## config.mk

```make
export PLATFORM = sky130hd
export DESIGN_NAME = text_frame_parser_with_checksum
export DESIGN_NICKNAME = d
export VERILOG_FILES = /design/src/rtl/tfp_pkg.sv /design/src/rtl/text_frame_parser_with_checksum.sv
export SDC_FILE = /design/constraint.sdc
export NUM_CORES = 1
export LEC_CHECK = 0
export ABC_CLOCK_PERIOD_IN_PS = 6600
export BUFFER_PORTS_ARGS = -buffer_cell sky130_fd_sc_hd__buf_4
export CAP_MARGIN = 10
export CORE_ASPECT_RATIO = 2
export CORE_MARGIN = 2
export CORE_UTILIZATION = 57
export DETAILED_ROUTE_END_ITERATION = 12
export HOLD_SLACK_MARGIN = 0.08
export MAX_ROUTING_LAYER = met4
export PLACE_DENSITY = 0.89
export SYNTH_ARGS = -nofsm -noshare
export SYNTH_HDL_FRONTEND = slang
export SYNTH_SLANG_ARGS = --single-unit
```

## constraint.sdc

```tcl
create_clock -name clk -period 6.6 [get_ports clk]
set_input_delay 0.33 -clock clk [delete_from_list [all_inputs] [get_ports clk]]
set_output_delay 0.33 -clock clk [all_outputs]
set_load 0.05 [all_outputs]
```

## src/rtl/tfp_pkg.sv

```systemverilog
// Shared constants for the text frame parser: characters, status codes and hash seeds.
`default_nettype none
package tfp_pkg;

  // Framing and field characters.
  localparam logic [7:0] CH_OPEN  = 8'h7B;
  localparam logic [7:0] CH_CLOSE = 8'h7D;
  localparam logic [7:0] CH_SEMI  = 8'h3B;
  localparam logic [7:0] CH_MINUS = 8'h2D;
  localparam logic [7:0] CH_ZERO  = 8'h30;
  localparam logic [7:0] CH_NINE  = 8'h39;
  localparam logic [7:0] CH_SPACE = 8'h20;
  localparam logic [7:0] CH_TAB   = 8'h09;
  localparam logic [7:0] CH_CR    = 8'h0D;
  localparam logic [7:0] CH_NUL   = 8'h00;

  // Verdict status codes.
  localparam logic [2:0] ST_OK      = 3'd0;
  localparam logic [2:0] ST_FRAMING = 3'd1;
  localparam logic [2:0] ST_FIELD   = 3'd2;
  localparam logic [2:0] ST_LENGTH  = 3'd3;
  localparam logic [2:0] ST_CSUM    = 3'd4;

  // Result kinds.
  localparam logic KIND_MSG     = 1'b0;
  localparam logic KIND_VERDICT = 1'b1;

  // djb2 seed and the seed terms of the one- and two-byte field hashes.
  localparam logic [31:0] HASH_SEED  = 32'd5381;
  localparam logic [31:0] HASH_ONE_K = HASH_SEED * 32'd33;
  localparam logic [31:0] HASH_TWO_K = HASH_ONE_K * 32'd33;
  // Two one-byte fields (command, ttl) and three two-byte fields (length, source, dest).
  localparam logic [31:0] FIELD_HASH_K = 32'd2 * HASH_ONE_K + 32'd3 * HASH_TWO_K;

  // Field limits.
  localparam logic [31:0] LIM_WORD   = 32'd65535;
  localparam logic [31:0] LIM_BYTE   = 32'd255;
  localparam logic [31:0] LIM_POS    = 32'h7FFF_FFFF;
  localparam logic [31:0] LIM_NEG    = 32'h8000_0000;
  localparam logic [16:0] COUNT_MAX  = 17'h1FFFF;

endpackage
`default_nettype wire

```

## src/rtl/text_frame_parser_with_checksum.sv

```systemverilog
// Text frame parser: decodes framed decimal fields, forwards message bytes, checks the sum.
//
//   Channel  Direction  Handshake              Payload
//   in_*     input      in_valid / in_ready    data_byte[8], end_of_frame[1]
//   out_*    output     out_valid / out_ready  kind, message_byte, status, parsed fields
//
// One byte is taken per cycle while in_ready is high; each transfer updates the parse state
// at once and loads the result register in the same edge, so a result shows in the cycle
// after its byte. The result register is the only buffer: in_ready is low only while a
// result is held and out_ready is low. Reset (rst_n, synchronous) returns the parser to
// waiting for the opening brace, with no result pending. After each verdict the frame state clears.
`default_nettype none
module text_frame_parser_with_checksum (
  input  wire logic        clk,
  input  wire logic        rst_n,
  input  wire logic        in_valid,
  output logic             in_ready,
  input  wire logic [7:0]  in_data_byte,
  input  wire logic        in_end_of_frame,
  output logic             out_valid,
  input  wire logic        out_ready,
  output logic             out_kind,
  output logic [7:0]       out_message_byte,
  output logic [2:0]       out_status,
  output logic [15:0]      out_source_node,
  output logic [15:0]      out_dest_node,
  output logic [7:0]       out_hop_limit,
  output logic [7:0]       out_command_code,
  output logic [15:0]      out_payload_length
);
  import tfp_pkg::*;

  typedef enum logic [2:0] {
    PH_OPEN = 3'd0,
    PH_SRC  = 3'd1,
    PH_DST  = 3'd2,
    PH_TTL  = 3'd3,
    PH_CMD  = 3'd4,
    PH_SUM  = 3'd5,
    PH_LEN  = 3'd6,
    PH_MSG  = 3'd7
  } phase_t;

  // Frame state.
  phase_t      phase_r, phase_nxt;
  logic [15:0] source_acc_r, source_acc_nxt;
  logic [15:0] dest_acc_r, dest_acc_nxt;
  logic [7:0]  hop_acc_r, hop_acc_nxt;
  logic [7:0]  command_acc_r, command_acc_nxt;
  logic [31:0] claimed_sum_r, claimed_sum_nxt;
  logic        claimed_neg_r, claimed_neg_nxt;
  logic [15:0] length_acc_r, length_acc_nxt;
  logic        digit_seen_r, digit_seen_nxt;
  logic        field_fault_r, field_fault_nxt;
  logic [16:0] payload_count_r, payload_count_nxt;
  logic [31:0] payload_hash_r, payload_hash_nxt;
  logic        payload_fault_r, payload_fault_nxt;

  // Result register.
  logic        out_valid_r, out_valid_nxt;
  logic        out_kind_r, out_kind_nxt;
  logic [7:0]  out_msg_r, out_msg_nxt;
  logic [2:0]  out_status_r, out_status_nxt;
  logic [15:0] out_src_r, out_src_nxt;
  logic [15:0] out_dst_r, out_dst_nxt;
  logic [7:0]  out_hop_r, out_hop_nxt;
  logic [7:0]  out_cmd_r, out_cmd_nxt;
  logic [15:0] out_len_r, out_len_nxt;

  logic        in_fire;
  logic        is_digit;
  logic        is_space;
  logic [3:0]  digit;
  logic [31:0] acc_sel;
  logic [31:0] lim_sel;
  logic [35:0] acc_mul;
  logic        acc_over;
  logic [31:0] acc_new;
  logic [9:0]  low_bytes;
  logic [31:0] field_hash;
  logic [31:0] total_hash;
  logic [31:0] claim_val;
  logic [2:0]  verdict;

  assign in_ready = !out_valid_r || out_ready;
  assign in_fire  = in_valid && in_ready;

  // Character classes.
  assign is_digit = (in_data_byte >= CH_ZERO) && (in_data_byte <= CH_NINE);
  assign is_space = (in_data_byte == CH_SPACE) || (in_data_byte == CH_NUL) ||
                    ((in_data_byte >= CH_TAB) && (in_data_byte <= CH_CR));
  assign digit    = 4'(in_data_byte - CH_ZERO);

  // Shared decimal accumulator: picks the field of the current phase and its limit.
  always_comb begin
    unique case (phase_r)
      PH_SRC:  begin acc_sel = 32'(source_acc_r);  lim_sel = LIM_WORD; end
      PH_DST:  begin acc_sel = 32'(dest_acc_r);    lim_sel = LIM_WORD; end
      PH_TTL:  begin acc_sel = 32'(hop_acc_r);     lim_sel = LIM_BYTE; end
      PH_CMD:  begin acc_sel = 32'(command_acc_r); lim_sel = LIM_BYTE; end
      PH_SUM:  begin
        acc_sel = claimed_sum_r;
        lim_sel = claimed_neg_r ? LIM_NEG : LIM_POS;
      end
      PH_LEN:  begin acc_sel = 32'(length_acc_r);  lim_sel = LIM_WORD; end
      default: begin acc_sel = 32'(length_acc_r);  lim_sel = LIM_WORD; end
    endcase
  end

  assign acc_mul  = {1'b0, acc_sel, 3'b000} + {3'b000, acc_sel, 1'b0} + 36'(digit);
  assign acc_over = acc_mul > 36'(lim_sel);
  assign acc_new  = acc_over ? lim_sel : acc_mul[31:0];

  // Checksum: the field hashes reduce to a constant plus small weighted byte terms.
  assign low_bytes  = 10'(length_acc_r[7:0]) + 10'(source_acc_r[7:0]) +
                      10'(dest_acc_r[7:0]);
  assign field_hash = FIELD_HASH_K + 32'(command_acc_r) + 32'(hop_acc_r) +
                      {17'd0, low_bytes, 5'd0} + 32'(low_bytes) +
                      32'(length_acc_r[15:8]) + 32'(source_acc_r[15:8]) +
                      32'(dest_acc_r[15:8]);
  assign total_hash = field_hash + payload_hash_r;
  assign claim_val  = claimed_neg_r ? (32'd0 - claimed_sum_r) : claimed_sum_r;

  // Verdict priority: framing, field, length, checksum.
  always_comb begin
    priority if (in_data_byte != CH_CLOSE || phase_r == PH_OPEN) begin
      verdict = ST_FRAMING;
    end else if (phase_r != PH_MSG || field_fault_r || payload_fault_r ||
                 payload_count_r == 17'd0) begin
      verdict = ST_FIELD;
    end else if (payload_count_r != {1'b0, length_acc_r}) begin
      verdict = ST_LENGTH;
    end else if (total_hash != claim_val) begin
      verdict = ST_CSUM;
    end else begin
      verdict = ST_OK;
    end
  end

  // Next frame state and result.
  always_comb begin
    phase_nxt         = phase_r;
    source_acc_nxt    = source_acc_r;
    dest_acc_nxt      = dest_acc_r;
    hop_acc_nxt       = hop_acc_r;
    command_acc_nxt   = command_acc_r;
    claimed_sum_nxt   = claimed_sum_r;
    claimed_neg_nxt   = claimed_neg_r;
    length_acc_nxt    = length_acc_r;
    digit_seen_nxt    = digit_seen_r;
    field_fault_nxt   = field_fault_r;
    payload_count_nxt = payload_count_r;
    payload_hash_nxt  = payload_hash_r;
    payload_fault_nxt = payload_fault_r;

    out_valid_nxt  = out_valid_r && !out_ready;
    out_kind_nxt   = out_kind_r;
    out_msg_nxt    = out_msg_r;
    out_status_nxt = out_status_r;
    out_src_nxt    = out_src_r;
    out_dst_nxt    = out_dst_r;
    out_hop_nxt    = out_hop_r;
    out_cmd_nxt    = out_cmd_r;
    out_len_nxt    = out_len_r;

    if (in_fire) begin
      priority if (in_end_of_frame) begin
        // Final byte: report the verdict and clear the frame.
        out_valid_nxt  = 1'b1;
        out_kind_nxt   = KIND_VERDICT;
        out_msg_nxt    = 8'd0;
        out_status_nxt = verdict;
        out_src_nxt    = source_acc_r;
        out_dst_nxt    = dest_acc_r;
        out_hop_nxt    = hop_acc_r;
        out_cmd_nxt    = command_acc_r;
        out_len_nxt    = length_acc_r;

        phase_nxt         = PH_OPEN;
        source_acc_nxt    = 16'd0;
        dest_acc_nxt      = 16'd0;
        hop_acc_nxt       = 8'd0;
        command_acc_nxt   = 8'd0;
        claimed_sum_nxt   = 32'd0;
        claimed_neg_nxt   = 1'b0;
        length_acc_nxt    = 16'd0;
        digit_seen_nxt    = 1'b0;
        field_fault_nxt   = 1'b0;
        payload_count_nxt = 17'd0;
        payload_hash_nxt  = HASH_SEED;
        payload_fault_nxt = 1'b0;
      end else if (phase_r == PH_OPEN) begin
        // Opening brace; anything else poisons the frame until its final byte.
        if (!field_fault_r && in_data_byte == CH_OPEN) begin
          phase_nxt = PH_SRC;
        end else begin
          field_fault_nxt = 1'b1;
        end
      end else if (phase_r == PH_MSG) begin
        // Message byte: count, hash and pass it on.
        if (payload_count_r != COUNT_MAX) begin
          payload_count_nxt = payload_count_r + 17'd1;
        end
        payload_hash_nxt = {payload_hash_r[26:0], 5'd0} + payload_hash_r +
                           32'(in_data_byte);
        if (is_space) begin
          payload_fault_nxt = 1'b1;
        end
        out_valid_nxt  = 1'b1;
        out_kind_nxt   = KIND_MSG;
        out_msg_nxt    = in_data_byte;
        out_status_nxt = ST_OK;
        out_src_nxt    = 16'd0;
        out_dst_nxt    = 16'd0;
        out_hop_nxt    = 8'd0;
        out_cmd_nxt    = 8'd0;
        out_len_nxt    = 16'd0;
      end else if (in_data_byte == CH_SEMI) begin
        // Field separator; an empty field is a fault.
        if (!digit_seen_r) begin
          field_fault_nxt = 1'b1;
        end
        digit_seen_nxt = 1'b0;
        phase_nxt      = phase_t'(phase_r + 3'd1);
      end else if (is_digit) begin
        digit_seen_nxt = 1'b1;
        if (acc_over) begin
          field_fault_nxt = 1'b1;
        end
        unique case (phase_r)
          PH_SRC:  source_acc_nxt  = acc_new[15:0];
          PH_DST:  dest_acc_nxt    = acc_new[15:0];
          PH_TTL:  hop_acc_nxt     = acc_new[7:0];
          PH_CMD:  command_acc_nxt = acc_new[7:0];
          PH_SUM:  claimed_sum_nxt = acc_new;
          default: length_acc_nxt  = acc_new[15:0];
        endcase
      end else if (phase_r == PH_SUM && in_data_byte == CH_MINUS &&
                   !digit_seen_r && !claimed_neg_r) begin
        claimed_neg_nxt = 1'b1;
      end else begin
        field_fault_nxt = 1'b1;
      end
    end
  end

  // State and result registers.
  always_ff @(posedge clk) begin
    if (!rst_n) begin
      phase_r         <= PH_OPEN;
      source_acc_r    <= 16'd0;
      dest_acc_r      <= 16'd0;
      hop_acc_r       <= 8'd0;
      command_acc_r   <= 8'd0;
      claimed_sum_r   <= 32'd0;
      claimed_neg_r   <= 1'b0;
      length_acc_r    <= 16'd0;
      digit_seen_r    <= 1'b0;
      field_fault_r   <= 1'b0;
      payload_count_r <= 17'd0;
      payload_hash_r  <= HASH_SEED;
      payload_fault_r <= 1'b0;
      out_valid_r     <= 1'b0;
    end else begin
      phase_r         <= phase_nxt;
      source_acc_r    <= source_acc_nxt;
      dest_acc_r      <= dest_acc_nxt;
      hop_acc_r       <= hop_acc_nxt;
      command_acc_r   <= command_acc_nxt;
      claimed_sum_r   <= claimed_sum_nxt;
      claimed_neg_r   <= claimed_neg_nxt;
      length_acc_r    <= length_acc_nxt;
      digit_seen_r    <= digit_seen_nxt;
      field_fault_r   <= field_fault_nxt;
      payload_count_r <= payload_count_nxt;
      payload_hash_r  <= payload_hash_nxt;
      payload_fault_r <= payload_fault_nxt;
      out_valid_r     <= out_valid_nxt;
    end
  end

  // Result payload needs no reset.
  always_ff @(posedge clk) begin
    out_kind_r   <= out_kind_nxt;
    out_msg_r    <= out_msg_nxt;
    out_status_r <= out_status_nxt;
    out_src_r    <= out_src_nxt;
    out_dst_r    <= out_dst_nxt;
    out_hop_r    <= out_hop_nxt;
    out_cmd_r    <= out_cmd_nxt;
    out_len_r    <= out_len_nxt;
  end

  assign out_valid          = out_valid_r;
  assign out_kind           = out_kind_r;
  assign out_message_byte   = out_msg_r;
  assign out_status         = out_status_r;
  assign out_source_node    = out_src_r;
  assign out_dest_node      = out_dst_r;
  assign out_hop_limit      = out_hop_r;
  assign out_command_code   = out_cmd_r;
  assign out_payload_length = out_len_r;

`ifndef NO_ASSERTIONS
  // A final-byte transfer always leaves the parser waiting for a new frame.
  a_eof_clears: assert property (@(posedge clk) disable iff (!rst_n)
    (in_fire && in_end_of_frame) |=> (phase_r == PH_OPEN && payload_count_r == 17'd0))
    else $error("frame state not cleared after final byte");

  // Message bytes are only counted once the message has been reached.
  a_count_in_msg: assert property (@(posedge clk) disable iff (!rst_n)
    (phase_r != PH_MSG) |-> (payload_count_r == 17'd0 && !payload_fault_r))
    else $error("message count outside the message phase");

  // A passed-on message byte carries a clear status and zero fields.
  a_msg_clean: assert property (@(posedge clk) disable iff (!rst_n)
    (out_valid_r && out_kind_r == KIND_MSG) |->
      (out_status_r == ST_OK && out_src_r == 16'd0 && out_len_r == 16'd0))
    else $error("message result carries verdict fields");

  // A verdict status is one of the defined codes.
  a_status_range: assert property (@(posedge clk) disable iff (!rst_n)
    (out_valid_r && out_kind_r == KIND_VERDICT) |-> (out_status_r <= ST_CSUM))
    else $error("verdict status out of range");
`endif

endmodule
`default_nettype wire
```

==> impl_metrics.toml, run 1 <==
[run_status]
status = "finished, violations left"
violations = "setup timing"

[pwr]
ir_worst_vdd_mv = 0.199
combinationalPowerShare = 0.261
p_seq_frac = 0.398
internal_power_mw = 2.56
swShare = 0.324
p_sw_mw = 1.23
clock_power_share = 0.341
power.density_nw_per_um2 = 164
p_leak_nw = 10.7

[routing]
vias = 17900
wl_per_cell_um = 24.2
antenna_left = 0
drcViolationCount = 0
wirelength_um = 67500
drt_iter0_drc = 1403
vias_per_cell = 6.41
first_pass_iters = 8

[die]
die_h_um = 261
core_sq_um = 32700
start_util = 0.575
die_x_um = 132
die_area_sq_um = 34600
io_pins = 91
rows = 94

[synthesis]
synth_common_cells = "ha_1, dfxtp_1, nand2_1, nor2_1, inv_1"
synth_edf_count = 76
post-synth-top-count-cell = "ha_1"
ys_seq_elements = 229
synthArstFlopShare = 0
syn_area_per_cell_sq_um = 9.14
yosys_warnings = 0
synth_area_sq_um = 18800
netlist_top_cells_area = "dfxtp_1, ha_1, edfxtp_1, fa_1, xnor2_1"
yosysSeqAreaShare = 0.284
synthCells = 2058
synth.top_cell.area_share = 0.163
synth_fp_nets = 2371
ys.flop_type = "dfxtp_1"
synth.largest_area_cell = "dfxtp_1"
ys_types = 84

[final_layout]
syn_to_final_growth_pct = 22.6
layout.nets = 2656
instances_no_fill = 2793
drive_gt1_frac = 0.214

[timing]
max_freq_mhz = 143
setup_viol = 89
tns_ps = -11220
tightestPinTransition_ps = 1250
clock_skew_ps = 13.9
fin_crit_sh = 1.06
rsz0062_at_grt = "yes"
min_period_ps = 6990
hold_slack_ps = 161
slew_headroom = 0.159
worst_slack_ps = -390
hold_violations = 0
slew_viol_final = 0

[global_routing]
grt_overflow = 0
antenna_found_initial = 4
grt_pass1_vias = 18400
grt_pass1_wl_um = 103000
grt_use_total = 0.398
grt_max_degree = 83

[place]
detailed_place_hpwl_um = 51800
port_buffers = 90
place_ws_ps = -664
placed_cells = 2720
place_congestion = 1.06

[setup_path]
path_class = "register to register"
worst_ep_arrival_time_ps = 7260
cp_common_cell = "fa_1"
cp-end-kind = "register"
crit_required_ps = 6870
cpPeakStageDelay_ps = 570
cp_slowest_cell = "fa_1"
start_kind = "register"
cp_max_fo = 4

[clocking]
cts_buffers = 21
cts_hold_buffers = 0
clock_tree.root_cell = "clkbuf_16"
cts.path.max_buffers = 3
cts_tree = "yes"
clk_pin_slew_ps = 80
numClockSinks = 229
htree_levels = 1
clock_latency_ps = 530

[min_path]
hold_class = "input pin to register"

[run]
max-cap-violations = 0
-- critical path, delay by kind of cell, from the launching register on --
kind            cells  cell delay [ps]
simple gates        3              940
xor+xnor            2              270
buf+inv             3              250
compound gates     11             2140
flops               1              340
fa+ha+maj           7             2810
-- metrics by stage --
step	area, sq um	total power [mW]	utilization
after floorplan	18900	2.13	-
after global placement	21400	2.42	0.655
after detailed placement	21400	2.44	0.655
after CTS	22500	3.73	0.688
after global routing	23100	3.91	0.705
final	23100	3.79	0.705
-- power groups by stage --
stage	sequential, mW	combinational [mW]	clock, mW
CTS	1.51	0.932	1.29
global route	1.51	1.06	1.34
finish	1.51	0.989	1.29
global placement	1.54	0.879	0
detailed placement	1.54	0.901	0
floorplan	1.60	0.535	0
-- layer usage --
layer / track usage / vias to the layer above / part of all wire
li1: - / 8085 / -
met3: 0.0758 / 410 / 0.069
met1: 0.356 / 8481 / 0.31
met2: 0.694 / 924 / 0.50
met4: 0.381 / 0 / 0.12
met5: - / - / 0
-- flip-flops by register name, summed over array words and instances, names as in the netlist, 3 cells and up --
| register | flops |
|---|---|
| claimed_sum_r | 32 |
| payload_hash_r | 32 |
| payload_count_r | 17 |
| dest_acc_r | 16 |
| length_acc_r | 16 |
| out_dest_node | 16 |
| out_payload_length | 16 |
| out_source_node | 16 |
| source_acc_r | 16 |
| command_acc_r | 8 |
| hop_acc_r | 8 |
| out_command_code | 8 |
| out_hop_limit | 8 |
| out_message_byte | 8 |
| out_status | 3 |
| phase_r | 3 |
-- worst paths after layout --
| check | from | end | slack, ps | cells past startpoint |
|---|---|---|---|---|
| hold / removal | in_data_byte[4] | out_message_byte[4] | 160 | 2 |
| setup / recovery | length_acc_r[2] | out_status[2] | -390 | 26 |
| hold reg to reg | payload_hash_r[22] | payload_hash_r[22] | 520 | 2 |
| setup reg to reg | length_acc_r[2] | out_status[2] | -390 | 26 |
-- cell type report --
cell class / instances / area, sq um
Tap cell: 432 / 541
Multi-Input combinational cell: 1629 / 13300
Sequential cell: 229 / 5360
Timing Repair Buffer: 344 / 2750
Fill cell: 2543 / 9640
Inverter: 118 / 447
Clock inverter: 14 / 161
Clock buffer: 23 / 533
Antenna cell: 4 / 10.0
-- repair_timing --
item | 4_1_cts | 5_1_grt
cloned | 0 | 4
setup endpoints to repair | 98 | 98
resized for setup | 58 | 128
setup buffers | 14 | 15
pin swaps | 60 | 62
-- cell families after synthesis --
group / count (synthesis) / synth area share
fa+ha+maj: 300 / 0.223
flops: 229 / 0.284
mux: 41 / 0.0222
xor+xnor: 169 / 0.0787
simple gates: 580 / 0.155
buf+inv: 200 / 0.0435
compound gates: 539 / 0.194
-- cell usage in the layout, fill, tap and decap left out, types with 24 or more instances in the layout --
| cell type | count |
|---|---|
| fa_1 | 58 |
| o21ai_1 | 36 |
| and2_1 | 73 |
| a22o_1 | 38 |
| a31oi_1 | 24 |
| ha_1 | 233 |
| a21oi_1 | 98 |
| a22oi_1 | 25 |
| mux2i_1 | 25 |
| a21o_1 | 49 |
| buf_4 | 320 |
| clkbuf_16 | 24 |
| nand2_1 | 139 |
| nand3_1 | 59 |
| nand4_1 | 27 |
| nor3_1 | 28 |
| and3_1 | 33 |
| dfxtp_1 | 149 |
| xnor2_1 | 94 |
| o211ai_1 | 24 |
| xor2_1 | 68 |
| edfxtp_1 | 76 |
| nor2_1 | 136 |
| inv_1 | 113 |
| o21ai_0 | 61 |
No activity file was read; power rests on OpenSTA's default activity.
==> run 2, diff against run 1 <==
--- a/config.mk
+++ b/config.mk
@@ -8,7 +8,7 @@
 export ABC_CLOCK_PERIOD_IN_PS = 6600
 export BUFFER_PORTS_ARGS = -buffer_cell sky130_fd_sc_hd__buf_4
 export CAP_MARGIN = 10
-export CORE_ASPECT_RATIO = 2
+export CORE_ASPECT_RATIO = 0.8
 export CORE_MARGIN = 2
 export CORE_UTILIZATION = 57
 export DETAILED_ROUTE_END_ITERATION = 12
==> impl_metrics.toml, run 2 (synthesis gave the netlist of run 1 again) <==
[final_layout]
drive_gt1_frac = 0.224
reg_top3 = "claimed_sum_r x32, payload_hash_r x32, payload_count_r x17"
final_common_cell = "buf_4"
layout.nets = 2661
final_cell_mix = "buf_4, ha_1, dfxtp_1, nand2_1, nor2_1"
instances_no_fill = 2794
syn_to_final_growth_pct = 24.3

[die]
die_h_um = 166
die_x_um = 207
die_area_sq_um = 34500
io_pins = 91
start_util = 0.579
rows = 59
core_sq_um = 32500

[pwr]
combinationalPowerShare = 0.245
swShare = 0.308
power.density_nw_per_um2 = 173
p_leak_nw = 10.9
clock_power_share = 0.380
p_seq_frac = 0.375
p_sw_mw = 1.24
internal_power_mw = 2.80
ir_worst_vdd_mv = 0.207

[clocking]
clk_pin_slew_ps = 70
cts_buffers = 24
cts_tree = "yes"
numClockSinks = 229
cts.path.max_buffers = 3
clock_latency_ps = 560
clock_tree.root_cell = "clkbuf_16"
htree_levels = 1

[min_path]
hold_end = "out_message_byte[4]"
hold_class = "input pin to register"
holdPathStages = 2
hp-start = "in_data_byte[4]"

[setup_path]
cp_num_buf_inv = 5
cpPeakStageDelay_ps = 530
reg2reg_depth = 29
cp_top_family = "compound AO/OA/AOI/OAI gates"
path_class = "register to register"
cp_slowest_cell = "fa_1"
r2r-end = "command_acc_r[7]"
start_kind = "register"
crit_required_ps = 7030
regToRegStartpoint = "phase_r[1]"
worst_ep_arrival_time_ps = 7360
cp_max_fo = 6
cp-end-kind = "register"
r2r_slack_ps = -330

[run]
max-cap-violations = 0

[global_routing]
grt_use_total = 0.370
grt_max_degree = 88
grt_pass1_wl_um = 97900
grt_overflow = 0
antenna_found_initial = 2
grt_pass1_vias = 17300

[routing]
first_pass_iters = 7
vias_per_cell = 6.44
vias = 18000
drcViolationCount = 0
wirelength_um = 64300
drt_iter0_drc = 2298
wl_per_cell_um = 23.0
antenna_left = 0

[place]
detailed_place_hpwl_um = 47500
placed_cells = 2708
port_buffers = 90
place_ws_ps = -541
place_congestion = 1.00

[timing]
max_freq_mhz = 144
tightestPinTransition_ps = 1170
slew_headroom = 0.215
clock_skew_ps = 27.3
fin_crit_sh = 1.05
rsz0062_at_grt = "yes"
setup_viol = 95
min_period_ps = 6930
worst_slack_ps = -326
slew_viol_final = 0
hold_violations = 0

[run_status]
status = "finished, violations left"
violations = "setup timing"
## run 2: changes by cell type in the layout (fill, tap and decap cells not counted), sizes merged
cell,previous run,this run
inv,120,119
clkinvlp,4,1
clkbuf,26,32
diode,4,1
buf,341,346
bufinv,2,4
## run 2: per-layer routing
layer / wire length, um / vias to the layer above / track usage
met5: 0 / - / -
li1: - / 8099 / -
met1: 26500 / 8609 / 0.499
met4: 2250 / 0 / 0.110
met2: 27700 / 1098 / 0.541
met3: 7800 / 190 / 0.104
## run 2: worst register-to-register path, delay by kind of cell, from the launching register on
family / cells / cell delay (ps)
AO/OA/AOI/OAI: 11 / 2110
AND/OR/NAND/NOR: 7 / 1500
adder cells (fa/ha/maj): 4 / 1470
buffers and inverters: 5 / 790
flip-flops: 1 / 380
multiplexers: 1 / 310
XOR/XNOR: 1 / 240
## run 2: power groups by stage
stage	logic (mW)	registers, mW	clock network [mW]
3_5_place_dp	0.894	1.54	0
2_1_floorplan	0.535	1.60	0
3_3_place_gp	0.877	1.54	0
6_report	0.992	1.51	1.54
4_1_cts	0.927	1.51	1.52
5_1_grt	1.07	1.52	1.58
## run 2: how the worst max path moves through the flow
stage,start,endpoint,slack (ps),depth (start not counted)
3_5_place_dp,phase_r[0],claimed_sum_r[26],-540,29
2_1_floorplan,source_acc_r[2],out_status[2],0.3,27
5_1_grt,phase_r[0],hop_acc_r[5],-500,29
3_3_place_gp,source_acc_r[2],out_status[2],-420,27
4_1_cts,length_acc_r[2],out_status[2],-190,26
6_report,phase_r[1],command_acc_r[7],-330,29
## run 2: repair_timing
item,CTS,global route
resized for setup,77,143
hold buffers,0,0
setup endpoints to repair,98,98
setup buffers,25,16
pin swaps,65,76
## run 2: through the flow
stage | TNS (ps) | util | power (mW) | instance area [sq um] | hold WS [ps]
global placement | -26150 | 0.658 | 2.42 | 21400 | 476
CTS | -232 | 0.699 | 3.96 | 22700 | 137
finish | -19420 | 0.720 | 4.04 | 23400 | 143
detailed placement | -38910 | 0.658 | 2.44 | 21400 | 477
global route | -39180 | 0.720 | 4.17 | 23400 | 151
floorplan | 0 | - | 2.13 | 18900 | 429
## run 2: layout make-up
class                      instances  area, sq um
inverter                         118          447
timing repair buffer             346         2750
tap                              427          534
multi-input combinational       1629        13400
clock inverter                    12          186
sequential                       229         5360
clock buffer                      32          693
fill                            2351         9100
antenna                            1         2.50
==> run 3, diff against run 2 <==
--- a/config.mk
+++ b/config.mk
@@ -15,6 +15,7 @@
 export HOLD_SLACK_MARGIN = 0.08
 export MAX_ROUTING_LAYER = met4
 export PLACE_DENSITY = 0.89
+export SETUP_SLACK_MARGIN = 0.2
 export SYNTH_ARGS = -nofsm -noshare
 export SYNTH_HDL_FRONTEND = slang
 export SYNTH_SLANG_ARGS = --single-unit
==> impl_metrics.toml, run 3 (synthesis gave the netlist of run 1 again) <==
[timing]
rsz0062_at_grt = "yes"
slew_headroom = 0.257
clock_skew_ps = 16.5
min_period_ps = 6820
max_freq_mhz = 147
slew_viol_final = 0
fin_crit_sh = 1.03
tightestPinTransition_ps = 1110
hold_violations = 0
setup_viol = 67
worst_slack_ps = -223

[setup_path]
cpPeakStageDelay_ps = 560
worst_ep_arrival_time_ps = 7120
cp_top_family = "adder cells"
start_kind = "register"
cp_num_buf_inv = 2
cp-end-kind = "register"
path_class = "register to register"
r2r_slack_ps = -220
cp_common_cell = "fa_1"
cp_slowest_cell = "fa_1"
cp_max_fo = 4
crit_required_ps = 6890

[routing]
vias_per_cell = 6.48
drt_iter0_drc = 2155
antenna_left = 0
first_pass_iters = 6
drcViolationCount = 0
wl_per_cell_um = 23.1
vias = 17900
wirelength_um = 63700

[final_layout]
seq_area_sq_um = 5360
utilization = 0.707
reg_top3 = "claimed_sum_r x32, payload_hash_r x32, payload_count_r x17"
final_common_cell = "buf_4"
syn_to_final_growth_pct = 22.1
finish.instance_area_sq_um = 23000
multi_input_area_sq_um = 13300
final_cell_mix = "buf_4, ha_1, dfxtp_1, nand2_1, nor2_1"
final.fill_count = 2390
layout.nets = 2625
drive_gt1_frac = 0.207

[global_routing]
antenna_found_initial = 3
grt_overflow = 0
grt_use_total = 0.367
grt_pass1_vias = 17000
grt_max_degree = 88
grt_pass1_wl_um = 96600

[place]
place_area_sq_um = 21200
place_congestion = 1.04
detailed_place_hpwl_um = 48000
place_ws_ps = -363
port_buffers = 90

[pwr]
swShare = 0.311
p_sw_mw = 1.22
p_seq_frac = 0.385
combinationalPowerShare = 0.255
power.density_nw_per_um2 = 171
internal_power_mw = 2.71
ir_worst_vdd_mv = 0.195
clock_power_share = 0.360
p_leak_nw = 10.6

[clocking]
cts_hold_buffers = 0
clk_pin_slew_ps = 70
numClockSinks = 229
cts.path.max_buffers = 3
clock_latency_ps = 560
cts_buffers = 24
clock_tree.root_cell = "clkbuf_16"
cts_tree = "yes"
htree_levels = 1

[run_status]
violations = "setup timing"
status = "finished, violations left"

[die]
die_h_um = 166
start_util = 0.579
core_sq_um = 32500
die_x_um = 207
die_area_sq_um = 34500
io_pins = 91
rows = 59

[min_path]
hold_class = "input pin to register"

[run]
max-cap-violations = 0
-- run 3: cell count changes in the layout (fill, tap and decap cells not counted), moves of 5 or more --
| cell | before | now |
|---|---|---|
| xnor2_2 | 9 | 4 |
| o21ai_0 | 63 | 57 |
| xnor2_1 | 90 | 95 |
| o21ai_1 | 30 | 40 |
| buf_6 | 29 | 24 |
| a21oi_1 | 97 | 92 |
| a21oi_2 | 12 | 18 |
| buf_4 | 312 | 277 |
-- run 3: layout make-up --
cell class              count  area share
multi-input cells        1630       0.580
flip-flops and latches    229       0.233
repair buffers            309       0.110
clock buffers              35      0.0301
well taps                 427      0.0233
inverters                 118      0.0193
clock inverters             9     0.00479
diodes                      2    0.000218
-- run 3: final timing paths --
kind | start | to | depth (start not counted)
setup / recovery | length_acc_r[2] | out_status[2] | 25
hold / removal | in_data_byte[6] | out_message_byte[6] | 2
setup reg to reg | length_acc_r[2] | out_status[2] | 25
hold reg to reg | claimed_sum_r[26] | claimed_sum_r[26] | 2
-- run 3: power by group through the flow --
stage,clock network [mW],registers [mW],logic (mW)
2_1_floorplan,0,1.60,0.534
3_3_place_gp,0,1.54,0.880
3_5_place_dp,0,1.54,0.901
4_1_cts,1.41,1.51,0.951
5_1_grt,1.45,1.52,1.07
6_report,1.41,1.51,1.00
-- run 3: per-layer routing --
metal  vias to the layer above  track usage  wire length, um
met4                         0        0.119             2510
met3                       212        0.104             8620
met5                         -            -                0
li1                       8026            -                -
met2                      1136        0.531            26700
met1                      8509        0.494            25900
-- run 3: what timing repair did --
action	in CTS	in global routing
resized for setup	131	77
buffers inserted	14	10
gates cloned	2	0
setup endpoints to repair	98	98
pin swaps	79	36
-- run 3: per-stage QoR --
step	TNS, ps	std cells	hold slack [ps]	power [mW]
detailed placement	-23340	2687	494	2.45
CTS	-55.4	2747	143	3.87
global placement	-16420	2687	468	2.42
floorplan	0	2058	429	2.13
finish	-4260	2759	149	3.93
global route	-30960	2758	177	4.04
